===== config.mk =====
export PLATFORM = sky130hd
export DESIGN_NAME = lbdh_ram
export DESIGN_NICKNAME = d
export VERILOG_FILES = /design/src/hdl/lbdh_ram.sv
export SDC_FILE = /design/constraint.sdc
export NUM_CORES = 1
export LEC_CHECK = 0
export BUFFER_PORTS_ARGS = -buffer_cell sky130_fd_sc_hd__clkbuf_2
export CORE_ASPECT_RATIO = 2
export CORE_MARGIN = 2
export CORE_UTILIZATION = 45
export CTS_BUF_LIST = sky130_fd_sc_hd__clkbuf_16
export DETAILED_ROUTE_END_ITERATION = 8
export HOLD_SLACK_MARGIN = 0.15
export PLACE_DENSITY = 0.7
export SETUP_SLACK_MARGIN = 0.1
export SLEW_MARGIN = 0
export SYNTH_ARGS = -nofsm -noshare
export SYNTH_HDL_FRONTEND = slang
export SYNTH_SLANG_ARGS = --single-unit
export TNS_END_PERCENT = 10

===== constraint.sdc =====
create_clock -name clk -period 3.67 [get_ports clk]
set_input_delay 0.1835 -clock clk [delete_from_list [all_inputs] [get_ports clk]]
set_output_delay 0.1835 -clock clk [all_outputs]
set_load 0.05 [all_outputs]

===== src/hdl/lbdh_ram.sv =====
// lbdh_ram: generic single write port, single read port RAM with a
// registered read. No dependencies.
`default_nettype none

module lbdh_ram #(
    parameter int WIDTH = 8,
    parameter int DEPTH = 16,
    localparam int AW   = (DEPTH > 1) ? $clog2(DEPTH) : 1
) (
    input  wire logic             clk,
    input  wire logic             we,
    input  wire logic [AW-1:0]    waddr,
    input  wire logic [WIDTH-1:0] wdata,
    input  wire logic [AW-1:0]    raddr,
    output logic      [WIDTH-1:0] rdata
);

    logic [WIDTH-1:0] mem_reg [DEPTH];
    logic [WIDTH-1:0] rdata_reg;

    // write port and registered read port
    always_ff @(posedge clk)
    begin
        if (we)
        begin
            mem_reg[waddr] <= wdata;
        end
        rdata_reg <= mem_reg[raddr];
    end

    assign rdata = rdata_reg;

endmodule

`default_nettype wire


After elaboration in Yosys (flattened, before gate mapping)
Memory sizes are Yosys's and may differ from the RTL's. A register that Yosys moved wholly into a read port is not among the register bits.
Cells that the tools add are included.
Widths: inputs -> output; s select.

word-level totals
  bits in registers = 0
  memory bits (writable) = 128
  bits of input ports = 18
  output and inout port bits = 8
  logic and storage cells = 3
  memories = 1

memories
  name     depth  width  read ports  clocked after Yosys merged registers in  wr ports  RTL line  text
  mem_reg  16     8      1           1                                        1         18        logic [WIDTH-1:0] mem_reg [DEPTH];

cells by class
  mux-type cells = 2

operator list
  operator  number
  $mux 1    2

Logic depth before layout (Yosys ltp)
  depth after elaboration = 2
  mapped depth = 5
  gate-level depth less buffers = 3

Least setup slack after synthesis
OpenSTA, ideal clock, no wires.

  path type = input -> register
  start point = in waddr[2]
  end point = mem mem_reg[0][0], enable pin
  library setup time = 0.383 ns
  arrival = 1.293 ns
  slack = 1.994 ns
  cell stages on the path = 2
  buffers on the path = 0
  path through = or3b_2 -> nor3_1

RTL lines
  what         RTL line  text
  from (decl)  12        input wire logic [AW-1:0] waddr,
  to (decl)    18

Straight into the memory's write port.

==> impl_metrics.py <==
metrics = {
    "pwr": {
        "pwr-share-comb_pct": 5.0,
        "peakVddDrop_uv": 352,
        "swShare_pct": 19.8,
        "seqPwrFrac_pct": 46.8,
        "p_leak_uw": 0.00201,
        "p_per_area_nw_per_um2": 620,
        "power_frac_clock_pct": 48.2,
        "internal_power_uw": 2990,
        "p_switching_uw": 739,
    },
    "synth": {
        "synthCells": 229,
        "ys_seq_area_share_pct": 77.8,
        "synth_area_um2": 5150,
        "synth_cell_types": 19,
        "syn-num-nets": 247,
        "ys_top_cells_by_count": "128 x edfxtp_1, 18 x mux4_2, 16 x a22oi_1",
        "synth_edf_count": 128,
        "synth_area_leaders": "edfxtp_1 75%, mux4_2 7.9%, mux4_1 7.1%",
        "synth_seq_cells": 136,
        "synthFlopType": "edfxtp_1",
        "synth_area_leader_cell": "edfxtp_1",
        "synth.avg_cell_area_um2": 22.5,
        "synth.top_cell.area_share_pct": 74.7,
        "yosys_warnings": 0,
        "async_reset_ff_share_pct": 0,
        "synth_most_common_cell": "edfxtp_1",
    },
    "placement": {
        "dpl_cell_area_um2": 5390,
        "hpwl_mm": 6.38,
        "portBuffers": 25,
        "gp_congestion": 0.768,
    },
    "worst_setup_path": {
        "cp.arrival_ps": 2080,
        "path_class": "input port to flip-flop",
        "cp.required_ps": 3960,
        "crit_buf_inv": 2,
        "end_kind": "flip-flop",
        "cp_top_family": "buffers and inverters",
        "ff2ff_path_depth": 3,
        "startpoint_type": "input port",
        "cp_slowest_cell": "clkbuf_2",
        "cp_max_fo": 25,
        "cp.depth": 5,
        "crit_chain": "clkbuf_2 > buf_4 > mux4_1 > a22oi_1 > nand2_1",
        "max_stage_delay_ps": 700,
        "r2r_setup_slack_ps": 2330,
    },
    "sta": {
        "max_slew_margin_pct": 12.9,
        "clock-skew-final_ps": 4.71,
        "fmax_mhz": 559,
        "setup_viol_count_final": 0,
        "timing.final.crit_share_pct": 48.7,
        "maxSlewViolCount": 0,
        "max_slew.worst_pin.slew_ps": 1300,
        "setup_tns_ps": 0,
        "layout_min_cycle_time_ps": 1790,
        "hold_viol": 0,
        "rsz0062_at_grt": "false",
    },
    "clocking": {
        "cts_buffers": 17,
        "cts_root_buffer": "clkbuf_16",
        "insertion_delay_ps": 410,
        "htreeDepth": 4,
        "cts_sinks": 136,
        "clk_pin_slew_ps": 60,
        "cts_tree": "built",
        "cts_resized": 0,
        "clockBufferDepth": 2,
        "post_cts_buffers": 0,
        "ctsHoldBuffers": 0,
    },
    "layout": {
        "nets": 284,
        "n_fill_cell": 841,
        "syn_to_final_growth_pct": 17.0,
        "largest_reg_flops": 128,
        "drive_gt1_share_pct": 27.7,
        "antenna_cells": 0,
        "multi_input_area_um2": 1060,
        "seq_area_um2": 4000,
        "fin_area_um2": 6020,
    },
    "min_path": {
        "min_path_type": "input port to flip-flop",
        "hold_path_depth": 1,
    },
    "drt": {
        "routed_wl_mm": 9.72,
        "post-route-drc-count": 0,
        "drtIter0Drc": 197,
        "ant_nets": 0,
        "first_pass_iters": 5,
        "vias_per_cell": 5.62,
        "wl_per_cell_um": 23.1,
        "num_vias": 2359,
    },
    "global_routing": {
        "track_usage_pct": 17.3,
        "grt_max_degree": 33,
        "grt_remaining_overflow": 0,
        "grt_pass1_vias": 2471,
        "antenna_found_initial": 0,
        "grt_pass1_wl_mm": 14.5,
    },
    "floorplanning": {
        "rows": 55,
        "ios": 26,
        "die_x_um": 79.6,
        "die-height_um": 155,
        "core_region_area_um2": 11200,
        "die_area_um2": 12400,
        "initial_core_util_pct": 45.9,
    },
    "status": {
        "status": "complete, no violations",
    },
    "flow_run": {
        "maxCapViolations": 0,
    },
}
-- stage by stage --
stage	hold slack (ps)	std cells	setup WS, ps	util (%)	power (µW)
3_5_place_dp	616	389	1400	48.1	1970
3_3_place_gp	584	389	1450	48.1	1960
5_1_grt	206	420	1650	53.7	3830
4_1_cts	176	420	1830	53.7	3760
6_report	193	420	1880	53.7	3730
2_1_floorplan	282	229	1990	-	1900
-- final timing paths --
kind	end	start
worst max register to register	rdata[2]	mem_reg[0][2]
worst max-delay path	rdata[1]	raddr[0]
worst min register to register	rdata[4]	mem_reg[8][4]
worst min-delay path	mem_reg[7][6]	wdata[6]
-- power by group through the flow --
stage                     sequential, µW  combinational [µW]  clock [µW]
final                               1750                 186        1800
after global routing                1750                 201        1880
after CTS                           1750                 190        1820
after detailed placement            1780                 190           0
after global placement              1780                 184           0
after floorplan                     1810                88.1           0
-- cell families (layout without fill, tap and decap cells) --
kind of cell / Yosys count / after routing / share of synthesized area (%)
flops: 136 / 136 / 77.8
mux: 32 / 32 / 15.0
simple gates: 35 / 35 / 3.18
buf+inv: 10 / 59 / 1.68
compound gates: 16 / 16 / 2.33
-- cell usage in the layout, fill, tap and decap left out, types with 2 or more instances in the layout --
cell        count
nor2_1         13
nor3_1          3
clkbuf_2       25
nand2_1         9
mux4_1         14
dfxtp_1         8
nand3b_1        2
clkinv_2        2
nand2b_1        2
edfxtp_1      128
a22oi_1        16
clkinvlp_4      4
clkbuf_16      17
mux4_2         18
clkinv_1        2
bufinv_16       5
buf_4           3
-- layer usage --
metal  GRT usage [%]  part of all wire, %  vias to the layer above
met1            19.5                   35                     1220
met2            30.5                   58                       83
met4            8.87                  2.1                        0
met3            3.54                  4.6                       11
met5               0                    0                        -
li1                -                    -                     1045
-- cell type report --
type                    instances  area share (%)
flip-flops and latches        136            66.5
multi-input cells              83            17.6
clock buffers                  17            7.06
clock inverters                14            3.43
well taps                     142            2.95
repair buffers                 28            2.45
(Power assumes the default switching activity.)
